`config.mk`:
```
export PLATFORM = sky130hd
export DESIGN_NAME = ate_ram
export DESIGN_NICKNAME = d
export VERILOG_FILES = /design/src/rtl/adjacency_table_engine_defines.svh /design/src/rtl/ate_ram.sv
export SDC_FILE = /design/constraint.sdc
export NUM_CORES = 1
export LEC_CHECK = 0
export ABC_AREA = 1
export BUFFER_PORTS_ARGS = -buffer_cell sky130_fd_sc_hd__clkbuf_2
export CORE_ASPECT_RATIO = 1.5
export CORE_MARGIN = 5
export CORE_UTILIZATION = 65
export DETAILED_ROUTE_END_ITERATION = 7
export PLACE_DENSITY_LB_ADDON = 0.05
export SETUP_SLACK_MARGIN = 0.4
export SYNTH_ARGS = -nofsm -noshare
export SYNTH_HDL_FRONTEND = slang
export SYNTH_SLANG_ARGS = --single-unit
```
`constraint.sdc`:
```
create_clock -name clock -period 4.6 [get_ports clock]
set_clock_uncertainty 0.1 [all_clocks]
set_input_delay 0 -clock clock [delete_from_list [all_inputs] [get_ports clock]]
set_output_delay 0 -clock clock [all_outputs]
set_load 0.1 [all_outputs]
```
`src/rtl/adjacency_table_engine_defines.svh`:
```
// Assertion macros for the checks in the engine top level.
`ifndef ADJACENCY_TABLE_ENGINE_DEFINES_SVH
`define ADJACENCY_TABLE_ENGINE_DEFINES_SVH

// Implication in the same cycle.
`define ATE_ASSERT_SAME(label, clk, rst, ante, cons, msg) \
   label: assert property (@(posedge clk) disable iff (rst) (ante) |-> (cons)) \
      else $error(msg);

// Implication in the next cycle.
`define ATE_ASSERT_NEXT(label, clk, rst, ante, cons, msg) \
   label: assert property (@(posedge clk) disable iff (rst) (ante) |=> (cons)) \
      else $error(msg);

`endif

```
`src/rtl/ate_ram.sv`:
```
module ate_ram #(
   parameter int DEPTH = 64,
   parameter int WIDTH = 8,
   parameter int AW    = (DEPTH > 1) ? $clog2(DEPTH) : 1
) (
   input  logic             clock,
   input  logic             wr_en,
   input  logic [AW-1:0]    wr_addr,
   input  logic [WIDTH-1:0] wr_data,
   input  logic             rd_en,
   input  logic [AW-1:0]    rd_addr,
   output logic [WIDTH-1:0] rd_data
);

   logic [WIDTH-1:0] mem [DEPTH];
   logic [WIDTH-1:0] rd_data_ff;

   always_ff @(posedge clock) begin
      if (wr_en) begin
         mem[wr_addr] <= wr_data;
      end
   end

   // hold read data until the next read
   always_ff @(posedge clock) begin
      if (rd_en) begin
         rd_data_ff <= mem[rd_addr];
      end
   end

   assign rd_data = rd_data_ff;

endmodule

```
==> results.toml, run 1 <==
[final_layout]
diodes = 0
layout_commonest_cell = "nand2_1"
drive_gt1_frac = 0.0675
fin_nets = 1824
syn2layout_area_growth_pct = 7.43
final_cell_mix = "nand2_1, edfxtp_1, nand3_1, nor2_1, clkbuf_16"
fillCellCount = 2357

[worst_setup_path]
cp_max_fo = 9
r2r_setup_slack_ns = 2.98
reg2reg_from = "mem[43][2]$_DFFE_PP_"
crit_required_ns = 4.67
rr_endpoint = "rd_data[2]$_DFFE_PP_"
endpoint_kind = "register"
cp-start-kind = "input pin"
path_class = "in2reg"
ff2ff_path_depth = 8
critical_path_arrival_ns = 2.69

[hold_path]
min_to = "mem[8][2]$_DFFE_PP_"
min-delay-start = "wr_data[2]"
hold_path_depth = 2
worstHoldPathType = "in2reg"

[clock_network]
root_buffer = "clkbuf_16"
clkTransAtPathRegs_ns = 0.06
clk_path_buf_depth = 3
cts_tree = "done"
cts_made_buffers = 46
clk_latency_ns = 0.56
clock-sinks = 520
cts-resized-gates = 0
postCtsSetupBuffers = 0
cts.htree.levels = 2

[place]
place_congestion = 0.887
place_hpwl_mm = 30.4
portBuffers = 30
dp_slack_ns = 1.82

[pwr]
power_leakage_uw = 0.00827
ir_worst_vdd_uv = 410
combinationalPowerShare = 0.066
p_switching_uw = 2150
clkPwrFrac = 0.388
swShare = 0.223
seqPwrFrac = 0.546
cellPowerDensity_mw_per_mm2 = 420
power.internal_uw = 7500

[global_routing]
antenna_found_initial = 1
overflow = 0
grt_pass1_vias = 13600
grt_max_degree = 152
grt_first_pass_wirelength_mm = 80.6
track_usage = 0.293

[sta]
drv_slew = 0
worst_slack_ns = 1.98
max_slew.worst_pin.slew_ns = 1.20
timing.final.crit_share = 0.570
relSlewSlack = 0.199
fin_crit_ns = 2.62
hold_violations = 5
rsz0062_at_grt = "false"
hold_ws_ns = -0.0149
tns_ns = 0
setup_viol = 0
max_freq_mhz = 382

[logic_synthesis]
ys_seq_area_frac = 0.729
synthCells = 1805
yosys_warnings = 0
avgSynthCellArea_sq_um = 11.9
ys_types = 15
ys_ff_latch = 520
synth_fp_nets = 1828
syn_area_sq_mm = 0.0214

[drt]
ant_nets = 0
via_count = 13800
wl_per_cell_microns = 23.4
drt-total-wl_mm = 52.7
wl_met1_mm = 19.5
highest_layer = "met5"
vias_per_cell = 6.13
drt_iter0_drc = 1598
met3_length_mm = 4.58
dr.pass1.iters = 7
wl_met2_mm = 26.1
drc = 0

[flow_run]
max_cap_viol_count = 0

[run_status]
status = "complete, but fails checks"
violations = "hold timing"

[floorplanning]
start_util = 0.656
die_h_microns = 232
die_x_microns = 158
die_area_sq_mm = 0.0368
coreArea_sq_mm = 0.0326
rows = 81
io-pin-count = 31
==> metrics by stage <==
stage	area (sq um)	power (uW)	instances	hold WS (ns)	util
after global placement	21500	5990	2163	0.338	0.659
after floorplan	21400	5780	1805	-0.00113	-
after detailed placement	21500	6000	2163	0.329	0.659
after global routing	23000	9930	2251	0.0241	0.705
final	23000	9660	2251	-0.0149	0.705
after CTS	23000	9670	2251	0.0157	0.705
==> routing by layer <==
metal	track usage	vias to the layer above
met5	0	-
met4	0.131	2
met3	0.0427	130
met2	0.483	672
met1	0.388	6660
li1	-	6333
==> worst max path at each step <==
stage                from                   end  depth (start not counted)
6_report       wr_addr[0]  mem[18][1]$_DFFE_PP_                          5
2_1_floorplan       wr_en  mem[48][0]$_DFFE_PP_                          3
5_1_grt        wr_addr[2]  mem[18][3]$_DFFE_PP_                          5
3_3_place_gp   rd_addr[0]  rd_data[6]$_DFFE_PP_                         11
3_5_place_dp   rd_addr[0]  rd_data[2]$_DFFE_PP_                         11
4_1_cts        wr_addr[0]  mem[18][0]$_DFFE_PP_                          5
==> power groups by stage <==
stage	Clock, uW	Combinational, uW	Sequential [uW]
after floorplan	0	369	5410
after detailed placement	0	633	5370
after CTS	3770	639	5270
after global routing	3970	692	5270
after global placement	0	623	5370
final	3750	642	5270
==> layout make-up <==
cell class / instances / area, sq um / area share
Multi-Input combinational cell: 1160 / 4950 / 0.215
Timing Repair Buffer: 61 / 429 / 0.0187
Clock buffer: 61 / 1270 / 0.0552
Tap cell: 415 / 519 / 0.0226
Sequential cell: 520 / 15600 / 0.679
Clock inverter: 22 / 178 / 0.00772
Inverter: 12 / 52.6 / 0.00228
==> critical path: stages <==
cell and delay (ns):
dlygate4sd3_1 0.53, clkbuf_2 0.19, inv_1 0.22, nand4_1 0.72, nor2_1 1.03
==> sequential cells by signal, summed over array words and instances (netlist names) <==
signal	count
rd_data	8
mem	512
==> synth_stat cells <==
cell type / number / area (sq um)
nand3_1: 439 / 2200
buf_6: 35 / 394
buf_2: 37 / 185
edfxtp_1: 520 / 15600
nor4_1: 8 / 50.1
nand2_1: 648 / 2430
inv_6: 1 / 8.76
buf_8: 2 / 30.0
inv_1: 10 / 37.5
clkbuf_1: 15 / 56.3
buf_1: 10 / 37.5
buf_4: 14 / 105
nor2_1: 56 / 210
nand4_1: 9 / 56.3
inv_2: 1 / 3.75
==> timing repair <==
item                                    CTS  global route
endpoints found under the setup margin    0             0
hold endpoints to repair                 72             0
hold buffers                              5             0
==> cell families (layout without fill, tap and decap cells) <==
logic type	count (synthesis)	in the layout	share of synthesized area
and+or+nand+nor	1160	1160	0.231
DFF	520	520	0.729
buffers and inverters	125	156	0.0401
No activity file was read; power rests on OpenSTA's default activity.
==> run 2, diff against run 1 <==
--- a/config.mk
+++ b/config.mk
@@ -9,7 +9,7 @@
 export BUFFER_PORTS_ARGS = -buffer_cell sky130_fd_sc_hd__clkbuf_2
 export CORE_ASPECT_RATIO = 1.5
 export CORE_MARGIN = 5
-export CORE_UTILIZATION = 65
+export CORE_UTILIZATION = 63
 export DETAILED_ROUTE_END_ITERATION = 7
 export PLACE_DENSITY_LB_ADDON = 0.05
 export SETUP_SLACK_MARGIN = 0.4
==> constraint.sdc (replaced) <==
create_clock -name clock -period 2.6 [get_ports clock]
set_clock_uncertainty 0.1 [all_clocks]
set_input_delay 0 -clock clock [delete_from_list [all_inputs] [get_ports clock]]
set_output_delay 0 -clock clock [all_outputs]
set_load 0.1 [all_outputs]
==> run 2 against run 1 <==
  * The flow now finishes without violations
  * Hold slack better by 0.045 ns
  * Via count increased by 0.50%
  * First-iteration DRC count down 17%
  * Sequential cell count stayed put
  * Final cell count up 2.6%
  * Combinational power up 81%
  * Global-route usage shrank 2.1 points
  * Register-to-register slack worse by 2.0 ns
  * Critical path type unchanged
  * Largest power group unchanged
==> results.toml, run 2 (same netlist as run 1, synthesis figures left out) <==
[worst_setup_path]
critical_path_arrival_ns = 2.21
path_class = "in2reg"
crit_required_ns = 2.68
endpoint_kind = "register"
cp-start-kind = "input pin"
cp_slowest_cell = "nor2_1"
cpPeakStageDelay_ns = 0.84
cp_max_fo = 9
worstPathCellList = "dlygate4sd3_1, clkbuf_2, nand4_1, nor2_1"

[drt]
wl_met2_mm = 26.6
via_count = 13900
ant_nets = 0
drt-total-wl_mm = 51.1
dr.pass1.iters = 6
wl_met1_mm = 19.3
highest_layer = "met4"
drc = 0
vias_per_cell = 6.01
drt_iter0_drc = 1319
wl_per_cell_microns = 22.1
met3_length_mm = 3.44

[floorplanning]
io-pin-count = 31
rows = 82
coreArea_sq_mm = 0.0335
die_area_sq_mm = 0.0379
start_util = 0.638
die_h_microns = 236
die_x_microns = 161

[clock_network]
cts_tree = "done"
root_buffer = "clkbuf_16"
clk_path_buf_depth = 3
cts.htree.levels = 2
clkTransAtPathRegs_ns = 0.06
cts_made_buffers = 46
clock-sinks = 520
clk_latency_ns = 0.56

[sta]
hold_violations = 0
setup_viol = 0
tns_ns = 0
drv_slew = 0
timing.final.crit_share = 0.818
max_freq_mhz = 470
relSlewSlack = 0.226
rsz0062_at_grt = "false"
max_slew.worst_pin.slew_ns = 1.16
fin_crit_ns = 2.13

[final_layout]
final_cell_area_sq_mm = 0.0236
multiInputGateArea_sq_mm = 0.00495
layout_commonest_cell = "nand2_1"
drive_gt1_frac = 0.0889
fin_nets = 1878
fillCellCount = 2378
syn2layout_area_growth_pct = 10.1
regArea_sq_mm = 0.0156
largest_reg_flops = 512
final_cell_mix = "nand2_1, edfxtp_1, nand3_1, buf_4, nor2_1"
diodes = 0
largest_register = "mem"

[pwr]
power_leakage_uw = 0.00859
cellPowerDensity_mw_per_mm2 = 726
ir_worst_vdd_uv = 697

[global_routing]
grt_first_pass_wirelength_mm = 78.5
overflow = 0
antenna_found_initial = 0
grt_pass1_vias = 13500
track_usage = 0.272
grt_max_degree = 129

[flow_run]
max_cap_viol_count = 0

[place]
dpl_cell_area_sq_mm = 0.0220
place_congestion = 0.873
place_hpwl_mm = 30.6
portBuffers = 30

[hold_path]
worstHoldPathType = "in2reg"

[run_status]
status = "finished, final reports clean"
[run 2: cell types whose count changed in the layout (fill, tap and decap cells not counted)]
cell / change
clkinv_4: +1
bufinv_16: +1
clkinv_1: +8
dlygate4sd3_1: +4
clkbuf_1: -3
buf_12: +10
buf_4: +40
clkinv_2: -8
[run 2: worst paths after layout]
path                               end                  from  slack (ns)  depth (start not counted)
setup / recovery  mem[39][6]$_DFFE_PP_            wr_addr[1]        0.47                          4
hold / removal    mem[41][1]$_DFFE_PP_            wr_data[1]        0.03                          2
setup reg to reg  rd_data[7]$_DFFE_PP_  mem[55][7]$_DFFE_PP_        0.97                          8
hold reg to reg   rd_data[1]$_DFFE_PP_   mem[0][1]$_DFFE_PP_        0.80                          8
[run 2: metal layers]
| metal | track usage | vias to the layer above |
|---|---|---|
| li1 | - | 6446 |
| met1 | 0.352 | 6727 |
| met2 | 0.480 | 584 |
| met3 | 0.0325 | 109 |
| met4 | 0.0897 | 0 |
| met5 | 0 | - |
[run 2: through the flow]
step / std cells / hold WS [ns] / utilization / power [uW] / setup slack [ns]
global route: 2309 / 0.0593 / 0.703 / 17600 / 0.401
detailed placement: 2218 / 0.281 / 0.656 / 10600 / 0.525
finish: 2309 / 0.0303 / 0.703 / 17100 / 0.473
floorplan: 1805 / -0.00113 / - / 10200 / 0.734
global placement: 2218 / 0.275 / 0.656 / 10600 / 0.542
CTS: 2309 / 0.0315 / 0.703 / 17200 / 0.580
[run 2: timing repair]
action / in CTS / in global routing
buffers inserted: 0 / 0
hold buffers: 9 / 0
endpoints found under the hold margin: 124 / 0
gates resized for setup: 0 / 0
[run 2: cell type report]
class | instances | share of cell area
Clock buffer | 58 | 0.0534
Clock inverter | 24 | 0.00876
Inverter | 12 | 0.00223
Multi-Input combinational cell | 1160 | 0.210
Sequential cell | 520 | 0.662
Tap cell | 420 | 0.0223
Timing Repair Buffer | 115 | 0.0411
[run 2: critical path: cells and delay by family]
| kind | cells | cell delay [ns] |
|---|---|---|
| buffers and inverters | 2 | 0.75 |
| AND/OR/NAND/NOR | 2 | 1.45 |
[run 2: power breakdown]
part           leakage, uW  switching, uW  internal [uW]
sequential         0.00469           27.0           9300
combinational      0.00318            875            289
clock             0.000717           2810           3810
total              0.00859           3720          13400
==> run 3, diff against run 2 <==
--- a/config.mk
+++ b/config.mk
@@ -5,11 +5,11 @@
 export SDC_FILE = /design/constraint.sdc
 export NUM_CORES = 1
 export LEC_CHECK = 0
-export ABC_AREA = 1
+export ABC_AREA = 0
 export BUFFER_PORTS_ARGS = -buffer_cell sky130_fd_sc_hd__clkbuf_2
 export CORE_ASPECT_RATIO = 1.5
 export CORE_MARGIN = 5
-export CORE_UTILIZATION = 63
+export CORE_UTILIZATION = 56
 export DETAILED_ROUTE_END_ITERATION = 7
 export PLACE_DENSITY_LB_ADDON = 0.05
 export SETUP_SLACK_MARGIN = 0.4
==> constraint.sdc (replaced) <==
create_clock -name clock -period 1.84 [get_ports clock]
set_clock_uncertainty 0.1 [all_clocks]
set_input_delay 0 -clock clock [delete_from_list [all_inputs] [get_ports clock]]
set_output_delay 0 -clock clock [all_outputs]
set_load 0.1 [all_outputs]
==> run 3 against run 2 <==
  * Sequential power is 42% higher
  * Clock-buffer cell count is 7 higher
  * Synthesized area is 5.5% lower
  * Clock power is 38% higher
  * Routed wire length is 9.1% lower
  * Worst setup slack worse by 0.72 ns
  * Global-route usage is 3.3 points lower
  * Die area is 6.0% higher
  * Register-to-register slack worse by 1.2 ns
  * The flow now finishes with violations (setup timing)
  * Highest routed layer is now met5
  * Via count is 28% lower
==> results.toml, run 3 <==
[sta]
relSlewSlack = 0.512
max_slew.worst_pin.slew_ns = 0.732
fin_crit_ns = 2.09
hold_ws_ns = 0.0271
rsz0062_at_grt = "true"
timing.final.crit_share = 1.13
setup_viol = 8
drv_slew = 0
hold_violations = 0
worst_slack_ns = -0.248
max_freq_mhz = 479

[place]
place_hpwl_mm = 30.6
portBuffers = 30
dpl_cell_area_sq_mm = 0.0223
place_congestion = 0.834

[logic_synthesis]
synth_top_area_share = 0.771
yosys_warnings = 0
ys_seq_area_frac = 0.771
async_reset_ff_frac = 0
ys.flop_type = "edfxtp_1"
ys_top_cells_by_area = "edfxtp_1, mux4_2, nor2_1, mux2i_1, mux2_2"
synth_fp_nets = 963
synth.most_common_cell = "edfxtp_1"
ys_types = 39
synth_top_area_cell = "edfxtp_1"
synth_edf_count = 520
syn_area_sq_mm = 0.0202
avgSynthCellArea_sq_um = 21.5
synthCells = 940
yosys-top-cells-count = "edfxtp_1, mux4_2, nor2_1, mux2i_1, nand2_1"
ys_ff_latch = 520

[pwr]
p_switching_uw = 4970
seqPwrFrac = 0.550
swShare = 0.208
combinationalPowerShare = 0.068
cellPowerDensity_mw_per_mm2 = 998
power_leakage_uw = 0.00766
clkPwrFrac = 0.382
power.internal_uw = 18900
ir_worst_vdd_uv = 851

[clock_network]
root_buffer = "clkbuf_16"
clkTransAtPathRegs_ns = 0.07
clock-sinks = 520
cts.htree.levels = 2
clk_latency_ns = 0.55
clk_path_buf_depth = 3
cts_made_buffers = 46
cts_tree = "done"

[hold_path]
worstHoldPathType = "in2reg"
hold_path_depth = 4
min_to = "mem[59][7]$_DFFE_PP_"
min-delay-start = "wr_addr[4]"

[floorplanning]
die_x_microns = 165
rows = 85
io-pin-count = 31
coreArea_sq_mm = 0.0358
start_util = 0.565
die_area_sq_mm = 0.0401
die_h_microns = 243

[global_routing]
grt_pass1_vias = 10600
grt_first_pass_wirelength_mm = 69.0
overflow = 0
antenna_found_initial = 1
grt_max_degree = 65
track_usage = 0.239

[run_status]
violations = "setup timing"
status = "complete, but fails checks"

[final_layout]
largest_register = "mem"
largest_reg_flops = 512
syn2layout_area_growth_pct = 18.3
diodes = 0
fin_nets = 1134
final_cell_mix = "edfxtp_1, mux4_2, buf_4, clkbuf_16, nor2_1"
fillCellCount = 2337
layout_commonest_cell = "edfxtp_1"
final_cell_area_sq_mm = 0.0240
drive_gt1_frac = 0.362

[worst_setup_path]
path_class = "reg2reg"
rr_endpoint = "rd_data[2]$_DFFE_PP_"
crit_required_ns = 2.05
endpoint_kind = "register"
ff2ff_path_depth = 5
crit_path_start = "mem[29][2]$_DFFE_PP_"
r2r_setup_slack_ns = -0.25
reg2reg_from = "mem[29][2]$_DFFE_PP_"
critical_path_arrival_ns = 2.30
cp-start-kind = "register"
cp_max_fo = 1

[drt]
wl_per_cell_microns = 28.6
drt_iter0_drc = 945
drt-total-wl_mm = 46.5
ant_nets = 0
dr.pass1.iters = 5
drc = 0
via_count = 9928
vias_per_cell = 6.12

[flow_run]
max_cap_viol_count = 0
## run 3: cell count changes after synthesis, moves of 8 or more
| cell | before | now |
|---|---|---|
| mux4_2 | 0 | 126 |
| buf_6 | 35 | 4 |
| mux2i_1 | 0 | 23 |
| inv_1 | 10 | 0 |
| nand3_1 | 439 | 13 |
| buf_2 | 37 | 11 |
| o221ai_1 | 0 | 8 |
| nor2b_1 | 0 | 14 |
| nand2_1 | 648 | 19 |
| mux2_2 | 0 | 13 |
| o22ai_1 | 0 | 8 |
| nor2_1 | 56 | 83 |
## run 3: power groups by stage
stage               registers (uW)  logic, uW  clock network [uW]
finish                       13200       1620                9130
global route                 13200       1710                9820
CTS                          13200       1620                9300
detailed placement           13400       1560                   0
global placement             13400       1530                   0
floorplan                    13500        748                   0
## run 3: layout make-up
type	instances	area, sq um	share of cell area
clock buffers	65	1290	0.0537
repair buffers	174	1590	0.0662
well taps	478	598	0.0250
flip-flops and latches	520	15600	0.652
clock inverters	17	140	0.00585
multi-input cells	369	4730	0.197
## run 3: worst max-delay path, cell delays in order (launching register included)
cell	delay, ns
edfxtp_1	0.37
mux4_2	0.48
mux2_2	0.31
o22ai_1	0.25
nand2_1	0.17
o2bb2ai_4	0.16
## run 3: what timing repair did
item                                    CTS  global route
endpoints found under the setup margin   16             8
hold buffers                             13             0
pin swaps                                 4             4
endpoints found under the hold margin   422             0
gates cloned                              0             0
buffers inserted                          0             0
resized for setup                        25             6
## run 3: worst max-delay path by stage
stage / end / slack, ns
6_report: rd_data[2]$_DFFE_PP_ / -0.25
5_1_grt: rd_data[2]$_DFFE_PP_ / -0.28
4_1_cts: rd_data[0]$_DFFE_PP_ / -0.23
3_5_place_dp: rd_data[7]$_DFFE_PP_ / -0.54
3_3_place_gp: rd_data[7]$_DFFE_PP_ / -0.53
2_1_floorplan: rd_data[4]$_DFFE_PP_ / -0.05
## run 3: metal layers
metal  share of wire  vias to the layer above  global-route usage
li1                -                     4273                   -
met1            0.38                     5270               0.311
met2            0.54                      296               0.411
met3           0.048                       87              0.0378
met4           0.036                        2              0.0820
met5         0.00028                        -                   0
## run 3: cell families (layout without fill, tap and decap cells)
family	after synthesis	after routing	share of synthesized area
AO/OA/AOI/OAI	54	54	0.0206
buffers and inverters	51	256	0.0156
flip-flops	520	520	0.771
multiplexers	162	162	0.159
AND/OR/NAND/NOR	153	153	0.0337
## run 3: through the flow
stage | setup TNS [ns] | cells | util | power [uW] | worst slack [ns]
final | -1.57 | 1623 | 0.668 | 23900 | -0.248
after global routing | -1.85 | 1623 | 0.668 | 24700 | -0.276
after CTS | -1.57 | 1623 | 0.667 | 24100 | -0.230
after detailed placement | -2.98 | 1528 | 0.621 | 15000 | -0.541
after global placement | -2.71 | 1528 | 0.621 | 14900 | -0.531
after floorplan | -0.142 | 940 | - | 14300 | -0.0483
