### src/rtl/adjacency_table_engine_defines.svh
// Assertion macros for the checks in the engine top level.
`ifndef ADJACENCY_TABLE_ENGINE_DEFINES_SVH
`define ADJACENCY_TABLE_ENGINE_DEFINES_SVH

// Implication in the same cycle.
`define ATE_ASSERT_SAME(label, clk, rst, ante, cons, msg) \
   label: assert property (@(posedge clk) disable iff (rst) (ante) |-> (cons)) \
      else $error(msg);

// Implication in the next cycle.
`define ATE_ASSERT_NEXT(label, clk, rst, ante, cons, msg) \
   label: assert property (@(posedge clk) disable iff (rst) (ante) |=> (cons)) \
      else $error(msg);

`endif

### src/rtl/ate_pkg.sv
package ate_pkg;

   localparam int IDW = 6;
   localparam int WW  = 32;

   localparam logic [3:0]  MAX_LIST      = 4'd8;
   localparam logic [31:0] WEIGHT_ABSENT = 32'hBF80_0000;

   typedef enum logic [3:0] {
      OP_CLEAR       = 4'd0,
      OP_ADD_NODE    = 4'd1,
      OP_REMOVE_NODE = 4'd2,
      OP_ADD_EDGE    = 4'd3,
      OP_ADD_BOTH    = 4'd4,
      OP_REMOVE_EDGE = 4'd5,
      OP_HAS_EDGE    = 4'd6,
      OP_GET_WEIGHT  = 4'd7,
      OP_NEIGHBORS   = 4'd8
   } opcode_type;

   typedef enum logic [3:0] {
      ST_INIT,
      ST_IDLE,
      ST_DISPATCH,
      ST_PHASE2,
      ST_ROW_WAIT,
      ST_SCAN,
      ST_NB_ISSUE,
      ST_NB_SLOT,
      ST_NB_LIVE,
      ST_NB_FLUSH,
      ST_RM_ROW,
      ST_RM_ROWD,
      ST_RM_SLOT,
      ST_RM_SLOTD,
      ST_EMIT
   } state_type;

   typedef struct packed {
      logic             status;
      logic [IDW-1:0]   node_id;
      logic [WW-1:0]    weight_out;
      logic [3:0]       neighbor_index;
      logic             last;
   } result_type;

   typedef struct packed {
      logic           valid;
      result_type     data;
   } push_type;

   typedef struct packed {
      logic           live;
      logic [IDW-1:0] target;
      logic [WW-1:0]  weight;
   } slot_type;

endpackage

### src/rtl/ate_seq.sv
module ate_seq #(
   parameter int NODES = 64,
   parameter int EDGES = 8,
   parameter int RW    = $clog2(NODES),
   parameter int CW    = $clog2(EDGES + 1),
   parameter int SAW   = $clog2(NODES * EDGES)
) (
   input  logic                  clock,
   input  logic                  reset,
   input  logic                  req_valid,
   output logic                  req_ready,
   input  logic [3:0]            req_opcode,
   input  logic [5:0]            req_source_node,
   input  logic [5:0]            req_target_node,
   input  logic [31:0]           req_weight_word,
   input  logic [3:0]            req_neighbor_limit,
   input  logic                  out_free,
   output ate_pkg::push_type     push,
   output logic                  row_wr_en,
   output logic [RW-1:0]         row_wr_addr,
   output logic [CW:0]           row_wr_data,
   output logic                  row_rd_en,
   output logic [RW-1:0]         row_rd_addr,
   input  logic [CW:0]           row_rd_data,
   output logic                  slot_wr_en,
   output logic [SAW-1:0]        slot_wr_addr,
   output ate_pkg::slot_type     slot_wr_data,
   output logic                  slot_rd_en,
   output logic [SAW-1:0]        slot_rd_addr,
   input  ate_pkg::slot_type     slot_rd_data
);

   localparam int TW   = $clog2(NODES + 1);
   localparam int CMPW = (TW > ate_pkg::IDW) ? TW : ate_pkg::IDW;

   ate_pkg::state_type  state_ff, state_in;
   ate_pkg::opcode_type op_ff, op_in;
   logic [5:0]          src_ff, src_in, dst_ff, dst_in;
   logic [31:0]         w_ff, w_in;
   logic [3:0]          lim_ff, lim_in;
   logic [TW-1:0]       total_ff, total_in;
   logic [RW-1:0]       cur_row_ff, cur_row_in;
   logic [5:0]          cur_tgt_ff, cur_tgt_in;
   logic [CW-1:0]       cnt_ff, cnt_in;
   logic                rlive_ff, rlive_in;
   logic [CW-1:0]       j_ff, j_in;
   logic                pend_ff, pend_in;
   logic [CW-1:0]       pidx_ff, pidx_in;
   logic                phase_ff, phase_in;
   logic                any_ok_ff, any_ok_in;
   ate_pkg::result_type res_ff, res_in;
   ate_pkg::result_type held_ff, held_in;
   logic                held_v_ff, held_v_in;
   logic [3:0]          n_ff, n_in;
   logic [5:0]          nt_ff, nt_in;
   logic [31:0]         nwt_ff, nwt_in;
   logic [RW-1:0]       sweep_ff, sweep_in;
   logic                init_emit_ff, init_emit_in;
   logic [TW-1:0]       rm_row_ff, rm_row_in;

   logic                src_ok, dst_ok, node_full, tgt_ok;
   logic [SAW-1:0]      slot_base;
   logic                add_done, add_ok, add_all_ok;
   logic                scan_hit;
   logic                rd_live;
   logic [CW-1:0]       rd_cnt;

   function automatic ate_pkg::result_type mk(input logic st, input logic [5:0] id,
                                              input logic [31:0] w, input logic [3:0] idx,
                                              input logic lst);
      ate_pkg::result_type r;
      r.status         = st;
      r.node_id        = id;
      r.weight_out     = w;
      r.neighbor_index = idx;
      r.last           = lst;
      return r;
   endfunction

   assign src_ok    = CMPW'(src_ff) < CMPW'(total_ff);
   assign dst_ok    = CMPW'(dst_ff) < CMPW'(total_ff);
   assign node_full = total_ff == TW'(NODES);
   assign tgt_ok    = CMPW'(slot_rd_data.target) < CMPW'(NODES);
   assign slot_base = SAW'(cur_row_ff) * SAW'(EDGES);
   assign rd_live   = row_rd_data[CW];
   assign rd_cnt    = row_rd_data[CW-1:0];
   assign scan_hit  = pend_ff && slot_rd_data.live && (slot_rd_data.target == cur_tgt_ff);
   assign add_all_ok = any_ok_ff | add_ok;

   always_ff @(posedge clock) begin
      if (reset) begin
         state_ff     <= ate_pkg::ST_INIT;
         total_ff     <= '0;
         sweep_ff     <= '0;
         init_emit_ff <= 1'b0;
      end else begin
         state_ff     <= state_in;
         total_ff     <= total_in;
         sweep_ff     <= sweep_in;
         init_emit_ff <= init_emit_in;
      end
   end

   always_ff @(posedge clock) begin
      op_ff      <= op_in;
      src_ff     <= src_in;
      dst_ff     <= dst_in;
      w_ff       <= w_in;
      lim_ff     <= lim_in;
      cur_row_ff <= cur_row_in;
      cur_tgt_ff <= cur_tgt_in;
      cnt_ff     <= cnt_in;
      rlive_ff   <= rlive_in;
      j_ff       <= j_in;
      pend_ff    <= pend_in;
      pidx_ff    <= pidx_in;
      phase_ff   <= phase_in;
      any_ok_ff  <= any_ok_in;
      res_ff     <= res_in;
      held_ff    <= held_in;
      held_v_ff  <= held_v_in;
      n_ff       <= n_in;
      nt_ff      <= nt_in;
      nwt_ff     <= nwt_in;
      rm_row_ff  <= rm_row_in;
   end

   always_comb begin
      state_in     = state_ff;
      op_in        = op_ff;
      src_in       = src_ff;
      dst_in       = dst_ff;
      w_in         = w_ff;
      lim_in       = lim_ff;
      total_in     = total_ff;
      cur_row_in   = cur_row_ff;
      cur_tgt_in   = cur_tgt_ff;
      cnt_in       = cnt_ff;
      rlive_in     = rlive_ff;
      j_in         = j_ff;
      pend_in      = pend_ff;
      pidx_in      = pidx_ff;
      phase_in     = phase_ff;
      any_ok_in    = any_ok_ff;
      res_in       = res_ff;
      held_in      = held_ff;
      held_v_in    = held_v_ff;
      n_in         = n_ff;
      nt_in        = nt_ff;
      nwt_in       = nwt_ff;
      sweep_in     = sweep_ff;
      init_emit_in = init_emit_ff;
      rm_row_in    = rm_row_ff;
      req_ready    = 1'b0;
      push         = '0;
      row_wr_en    = 1'b0;
      row_wr_addr  = cur_row_ff;
      row_wr_data  = '0;
      row_rd_en    = 1'b0;
      row_rd_addr  = cur_row_ff;
      slot_wr_en   = 1'b0;
      slot_wr_addr = slot_base + SAW'(pidx_ff);
      slot_wr_data = slot_rd_data;
      slot_rd_en   = 1'b0;
      slot_rd_addr = slot_base + SAW'(j_ff);
      add_done     = 1'b0;
      add_ok       = 1'b0;

      unique case (state_ff)
         ate_pkg::ST_INIT: begin
            row_wr_en   = 1'b1;
            row_wr_addr = sweep_ff;
            if (sweep_ff == RW'(NODES - 1)) begin
               sweep_in = '0;
               if (init_emit_ff) begin
                  init_emit_in = 1'b0;
                  res_in       = mk(1'b0, '0, '0, '0, 1'b1);
                  state_in     = ate_pkg::ST_EMIT;
               end else begin
                  state_in = ate_pkg::ST_IDLE;
               end
            end else begin
               sweep_in = sweep_ff + RW'(1);
            end
         end

         ate_pkg::ST_IDLE: begin
            req_ready = 1'b1;
            if (req_valid) begin
               op_in    = ate_pkg::opcode_type'(req_opcode);
               src_in   = req_source_node;
               dst_in   = req_target_node;
               w_in     = req_weight_word;
               lim_in   = (req_neighbor_limit > ate_pkg::MAX_LIST) ? ate_pkg::MAX_LIST
                                                                  : req_neighbor_limit;
               state_in = ate_pkg::ST_DISPATCH;
            end
         end

         ate_pkg::ST_DISPATCH: begin
            cur_row_in = RW'(src_ff);
            cur_tgt_in = dst_ff;
            phase_in   = 1'b0;
            any_ok_in  = 1'b0;
            res_in     = mk(1'b1, '0, '0, '0, 1'b1);
            state_in   = ate_pkg::ST_EMIT;
            unique case (op_ff)
               ate_pkg::OP_CLEAR: begin
                  total_in     = '0;
                  sweep_in     = '0;
                  init_emit_in = 1'b1;
                  state_in     = ate_pkg::ST_INIT;
               end
               ate_pkg::OP_ADD_NODE: begin
                  if (!node_full) begin
                     row_rd_en   = 1'b1;
                     row_rd_addr = RW'(total_ff);
                     state_in    = ate_pkg::ST_ROW_WAIT;
                  end
               end
               ate_pkg::OP_REMOVE_NODE: begin
                  if (src_ok) begin
                     row_wr_en   = 1'b1;
                     row_wr_addr = RW'(src_ff);
                     rm_row_in   = '0;
                     state_in    = ate_pkg::ST_RM_ROW;
                  end
               end
               ate_pkg::OP_ADD_EDGE, ate_pkg::OP_ADD_BOTH: begin
                  if (src_ok && dst_ok) begin
                     row_rd_en   = 1'b1;
                     row_rd_addr = RW'(src_ff);
                     state_in    = ate_pkg::ST_ROW_WAIT;
                  end
               end
               ate_pkg::OP_REMOVE_EDGE, ate_pkg::OP_HAS_EDGE, ate_pkg::OP_GET_WEIGHT: begin
                  if (src_ok) begin
                     row_rd_en   = 1'b1;
                     row_rd_addr = RW'(src_ff);
                     state_in    = ate_pkg::ST_ROW_WAIT;
                  end else if (op_ff == ate_pkg::OP_GET_WEIGHT) begin
                     res_in = mk(1'b1, '0, ate_pkg::WEIGHT_ABSENT, '0, 1'b1);
                  end
               end
               ate_pkg::OP_NEIGHBORS: begin
                  if (src_ok && (lim_ff != '0)) begin
                     row_rd_en   = 1'b1;
                     row_rd_addr = RW'(src_ff);
                     state_in    = ate_pkg::ST_ROW_WAIT;
                  end
               end
               default: begin
                  state_in = ate_pkg::ST_EMIT;
               end
            endcase
         end

         ate_pkg::ST_PHASE2: begin
            // row written last cycle may be this one: read it only now
            row_rd_en = 1'b1;
            state_in  = ate_pkg::ST_ROW_WAIT;
         end

         ate_pkg::ST_ROW_WAIT: begin
            cnt_in    = rd_cnt;
            rlive_in  = rd_live;
            j_in      = '0;
            pend_in   = 1'b0;
            n_in      = '0;
            held_v_in = 1'b0;
            unique case (op_ff)
               ate_pkg::OP_ADD_NODE: begin
                  row_wr_en   = 1'b1;
                  row_wr_addr = RW'(total_ff);
                  row_wr_data = {1'b1, rd_cnt};
                  res_in      = mk(1'b0, ate_pkg::IDW'(total_ff), '0, '0, 1'b1);
                  total_in    = total_ff + TW'(1);
                  state_in    = ate_pkg::ST_EMIT;
               end
               ate_pkg::OP_ADD_EDGE, ate_pkg::OP_ADD_BOTH: begin
                  if (rd_cnt >= CW'(EDGES)) begin
                     add_done = 1'b1;
                  end else begin
                     state_in = ate_pkg::ST_SCAN;
                  end
               end
               ate_pkg::OP_NEIGHBORS: begin
                  state_in = ate_pkg::ST_NB_ISSUE;
               end
               default: begin
                  state_in = ate_pkg::ST_SCAN;
               end
            endcase
         end

         ate_pkg::ST_SCAN: begin
            // one slot read issued per cycle, the previous one checked
            if (scan_hit) begin
               pend_in  = 1'b0;
               state_in = ate_pkg::ST_EMIT;
               unique case (op_ff)
                  ate_pkg::OP_ADD_EDGE, ate_pkg::OP_ADD_BOTH: begin
                     add_done = 1'b1;
                  end
                  ate_pkg::OP_REMOVE_EDGE: begin
                     slot_wr_en        = 1'b1;
                     slot_wr_data.live = 1'b0;
                     res_in            = mk(1'b0, '0, '0, '0, 1'b1);
                  end
                  ate_pkg::OP_GET_WEIGHT: begin
                     res_in = mk(1'b0, '0, slot_rd_data.weight, '0, 1'b1);
                  end
                  default: begin
                     res_in = mk(1'b0, '0, '0, '0, 1'b1);
                  end
               endcase
            end else if (j_ff < cnt_ff) begin
               slot_rd_en = 1'b1;
               pend_in    = 1'b1;
               pidx_in    = j_ff;
               j_in       = j_ff + CW'(1);
            end else begin
               pend_in  = 1'b0;
               state_in = ate_pkg::ST_EMIT;
               unique case (op_ff)
                  ate_pkg::OP_ADD_EDGE, ate_pkg::OP_ADD_BOTH: begin
                     slot_wr_en          = 1'b1;
                     slot_wr_addr        = slot_base + SAW'(cnt_ff);
                     slot_wr_data.live   = 1'b1;
                     slot_wr_data.target = cur_tgt_ff;
                     slot_wr_data.weight = w_ff;
                     row_wr_en           = 1'b1;
                     row_wr_data         = {rlive_ff, cnt_ff + CW'(1)};
                     add_done            = 1'b1;
                     add_ok              = 1'b1;
                  end
                  ate_pkg::OP_GET_WEIGHT: begin
                     res_in = mk(1'b1, '0, ate_pkg::WEIGHT_ABSENT, '0, 1'b1);
                  end
                  default: begin
                     res_in = mk(1'b1, '0, '0, '0, 1'b1);
                  end
               endcase
            end
         end

         ate_pkg::ST_NB_ISSUE: begin
            if ((j_ff < cnt_ff) && (n_ff < lim_ff)) begin
               slot_rd_en = 1'b1;
               j_in       = j_ff + CW'(1);
               state_in   = ate_pkg::ST_NB_SLOT;
            end else begin
               state_in = ate_pkg::ST_NB_FLUSH;
            end
         end

         ate_pkg::ST_NB_SLOT: begin
            state_in = ate_pkg::ST_NB_ISSUE;
            if (slot_rd_data.live && tgt_ok) begin
               nt_in       = slot_rd_data.target;
               nwt_in      = slot_rd_data.weight;
               row_rd_en   = 1'b1;
               row_rd_addr = RW'(slot_rd_data.target);
               state_in    = ate_pkg::ST_NB_LIVE;
            end
         end

         ate_pkg::ST_NB_LIVE: begin
            if (!rd_live) begin
               state_in = ate_pkg::ST_NB_ISSUE;
            end else if (!held_v_ff || out_free) begin
               // release the held neighbour: another one follows it
               push.valid = held_v_ff;
               push.data  = held_ff;
               held_in    = mk(1'b0, nt_ff, nwt_ff, n_ff + 4'd1, 1'b0);
               held_v_in  = 1'b1;
               n_in       = n_ff + 4'd1;
               state_in   = ate_pkg::ST_NB_ISSUE;
            end
         end

         ate_pkg::ST_NB_FLUSH: begin
            if (held_v_ff) begin
               res_in      = held_ff;
               res_in.last = 1'b1;
            end else begin
               res_in = mk(1'b1, '0, '0, '0, 1'b1);
            end
            held_v_in = 1'b0;
            state_in  = ate_pkg::ST_EMIT;
         end

         ate_pkg::ST_RM_ROW: begin
            if (rm_row_ff < total_ff) begin
               row_rd_en   = 1'b1;
               row_rd_addr = RW'(rm_row_ff);
               state_in    = ate_pkg::ST_RM_ROWD;
            end else begin
               res_in   = mk(1'b0, '0, '0, '0, 1'b1);
               state_in = ate_pkg::ST_EMIT;
            end
         end

         ate_pkg::ST_RM_ROWD: begin
            cnt_in     = rd_cnt;
            j_in       = '0;
            cur_row_in = RW'(rm_row_ff);
            state_in   = ate_pkg::ST_RM_SLOT;
         end

         ate_pkg::ST_RM_SLOT: begin
            if (j_ff < cnt_ff) begin
               slot_rd_en = 1'b1;
               pidx_in    = j_ff;
               j_in       = j_ff + CW'(1);
               state_in   = ate_pkg::ST_RM_SLOTD;
            end else begin
               rm_row_in = rm_row_ff + TW'(1);
               state_in  = ate_pkg::ST_RM_ROW;
            end
         end

         ate_pkg::ST_RM_SLOTD: begin
            if (slot_rd_data.target == src_ff) begin
               slot_wr_en        = 1'b1;
               slot_wr_data.live = 1'b0;
            end
            state_in = ate_pkg::ST_RM_SLOT;
         end

         ate_pkg::ST_EMIT: begin
            if (out_free) begin
               push.valid = 1'b1;
               push.data  = res_ff;
               state_in   = ate_pkg::ST_IDLE;
            end
         end

         default: begin
            state_in = ate_pkg::ST_IDLE;
         end
      endcase

      // close one direction of an edge add
      if (add_done) begin
         if ((op_ff == ate_pkg::OP_ADD_BOTH) && !phase_ff) begin
            phase_in   = 1'b1;
            any_ok_in  = add_all_ok;
            cur_row_in = RW'(dst_ff);
            cur_tgt_in = src_ff;
            state_in   = ate_pkg::ST_PHASE2;
         end else begin
            res_in   = mk(!add_all_ok, '0, '0, '0, 1'b1);
            state_in = ate_pkg::ST_EMIT;
         end
      end
   end

endmodule

### config.mk
export PLATFORM = sky130hd
export DESIGN_NAME = ate_seq
export DESIGN_NICKNAME = d
export VERILOG_FILES = /design/src/rtl/adjacency_table_engine_defines.svh /design/src/rtl/ate_pkg.sv /design/src/rtl/ate_seq.sv
export SDC_FILE = /design/constraint.sdc
export NUM_CORES = 1
export LEC_CHECK = 0
export BUFFER_PORTS_ARGS = -buffer_cell sky130_fd_sc_hd__buf_4
export CORE_MARGIN = 3
export CORE_UTILIZATION = 45
export CTS_CLUSTER_DIAMETER = 120
export DETAILED_ROUTE_END_ITERATION = 16
export PLACE_DENSITY = 0.75
export SYNTH_ARGS = -nofsm -noshare
export SYNTH_HDL_FRONTEND = slang
export SYNTH_SLANG_ARGS = --single-unit
### constraint.sdc
create_clock -name clock -period 3.8 [get_ports clock]
set_input_delay 0.19 -clock clock [delete_from_list [all_inputs] [get_ports clock]]
set_output_delay 0.19 -clock clock [all_outputs]
set_load 0.03 [all_outputs]
==> reports/summary.txt <==
NetSw - 0.003719 W
GRT Total Usage - 27.59%
Filler Cell Count - 2172
First-pass DRT Iterations - 6
area delta synth->final - 31.26%
Chip Height - 172.6 µm
fmax - 274.8 MHz
maximum fanout along the worst path - 18
Worst Hold Slack - 0.1237 ns
post-DP HPWL - 28.74 mm
post-CTS sizing - 0
Starting Density - 46.07%
status - finished clean
Clk pwr share - 25.7%
Slew Viols, Final - 0
htree depth - 1
floorplan die width - 172.6 µm
slew margin rel. - 35.28%
number of remaining DRC errors - 0
vias in the first global route - 11.28k
largest family of logic cells by synthesized area - compound AO/OA/AOI/OAI gates
Comb power frac - 37.7%
Seq cells post-synth - 234
register area share after synthesis - 50.19%
Yosys warning count - 0
startpoint types - flop
sequential fraction of design power - 36.6%
FFs w/ async S/R, synth - 0%
vias post-DR - 11.77k
commonest non-fill, non-tap cell in the layout - buf_4
Setup Fix Bufs, Post-CTS - 0
post-synthesis compound-gate area fraction - 21.79%
most frequent cells in the layout - 255 x buf_4, 202 x nand2_1, 158 x edfxtp_1, 116 x a21oi_1, 100 x nor2_1
I/O pin count - 224
fin nets - 1697
syn nets - 1394
ANT cells - 0
clock slew at reported path FFs - 0.06 ns
share of cells above drive strength 1 - 21.93%
fin crit period - 3.640 ns
GPL Wtd Cong - 0.9779
setup violators final - 0
CP Capture Type - output port
total core area - 0.02710 mm²
Synth Area per Inst - 9.917 µm²
Mapped Cells - 1259
FP Rows - 60
Post-Synth Simple-Gate Area - 16.35%
pre-CTS setup slack - 0.7791 ns
Worst EP arrival - 3.45 ns
Synth area leaders - edfxtp_1 38%, dfxtp_1 12%, nand2_1 6.1%
leak pwr - 6.457 nW
Hold-fix buffers, CTS - 96
deepest clock path buffer count - 3
crit path kind - flop to output port
Worst Tran Pin Value - 0.9665 ns
Synth area leader - edfxtp_1
Final Skew - 0.01258 ns
sw frac - 38.71%
top-area cell type share of the netlist area - 38.00%
DRT Wirelength - 42.70 mm
PwrDens - 586.2 mW/mm²
number of synthesized flops with an enable pin - 158
cell area after synthesis - 0.01249 mm²
total grt overflow - 0
CTS tree - done
initial antenna violation count - 0
initial drt markers - 1619
CTS Buf Count - 26
worst min-delay path class - primary input to flop
CP required - 3.61 ns
internal power component - 0.005888 W
RSZ-0062 raised after global routing - false
worst IR drop on VDD - 680.1 µV
ys flop type - edfxtp_1
final antenna-violating net count - 0
Die ar. - 0.02978 mm²
post-synthesis mux area share - 1.523%
Adder-Cell Fraction of Synth Area - 3.507%
Max-Cap Viols - 0
post-DR vias/cell - 6.021
final setup margin - 0.1605 ns
XOR/XNOR Fraction of Synth Area - 2.736%
final core utilization - 60.47%
first-pass GRT wire length - 66.27 mm
Period Utilization, post-route - 95.78%
Synth cell types - 88
count of final hold-check violations - 0
pin count of the biggest net entering global routing - 85
Avg WL per Cell - 21.85 µm
Clock Tree Root - clkbuf_16
IO buf count - 223
Skew-Pair Late Insertion Delay - 0.53 ns
clk sinks - 234
setup_tns - 0 ns
-- path summary, 6_finish.rpt --
kind	start	end	slack [ns]	cells past startpoint
worst max register to register	j_ff[1]	j_ff[3]	0.80	7
worst max-delay path	op_ff[3]	row_rd_addr[4]	0.16	7
worst min register to register	nwt_ff[20]	held_ff[25]	0.41	0
worst min-delay path	out_free	state_ff[1]	0.12	4
-- registers in the layout, summed over array words and instances (netlist names), 4 cells and up --
signal and count:
sweep_ff 6, rm_row_ff 7, nt_ff 6, n_ff 4, nwt_ff 32, cur_row_ff 6
op_ff 4, cur_tgt_ff 6, res_ff 44, pidx_ff 4, held_ff 42, lim_ff 4
state_ff 4, w_ff 32, src_ff 6, cnt_ff 4, total_ff 7, j_ff 4
dst_ff 6
-- metal layers --
layer / up-vias / GRT usage [%] / share of wire, %
met4: 0 / 10.38 / 4.4
met2: 724 / 43.06 / 45
li1: 5279 / - / -
met1: 5640 / 39.19 / 41
met3: 123 / 4.040 / 9.2
met5: - / 0 / 0
-- power by group through the flow --
stage	clock (W)	combinational, W	sequential, W
finish	0.00247	0.00363	0.00351
global route	0.00260	0.00389	0.00355
CTS	0.00249	0.00357	0.00349
detailed placement	0	0.00346	0.00354
global placement	0	0.00344	0.00353
floorplan	0	0.00243	0.00334
-- cell usage after synthesis (all sizes together), types with 16 or more instances --
library cell	number
inv	30
o31ai	25
a21oi	119
a31oi	16
dfxtp	76
edfxtp	158
nand2	203
o21ai	48
buf	42
ha	35
a22o	43
nor2b	18
xnor2	24
nor2	105
a221oi	19
a21o	35
nand3	25
clkbuf	37
nor3	24
-- through the flow --
step	cells	cell area [µm²]	total power, W
after global placement	1810	14580	0.006972
after CTS	1954	16390	0.009553
after detailed placement	1810	14580	0.007006
final	1954	16390	0.009607
after global routing	1954	16390	0.01004
after floorplan	1259	12490	0.005768
-- critical path: stages (launching register included) --
cell and delay [ns]:
edfxtp_1 0.61, or4b_1 0.96, o22ai_1 0.26, a21oi_1 0.08, and3_1 0.30, o21a_1 0.22, o221ai_1 0.26, buf_4 0.22
-- logic make-up (layout without fill, tap and decap cells) --
kind of cell    after synthesis  in the layout
compound gates              385            385
xor+xnor                     39             39
fa+ha+maj                    35             35
buf+inv                     109            432
flops                       234            234
mux                          18             18
simple gates                439            439
-- area by class of cell --
type	count	area [µm²]	area share (%)
clock buffer	38	788.3	4.810
clock inverter	10	60.06	0.3665
inverter	30	112.6	0.6871
multi-input combinational	916	5761	35.15
sequential	234	6266	38.23
tap	372	465.4	2.840
timing repair buffer	354	2935	17.91
No activity file was read; power rests on OpenSTA's default activity.
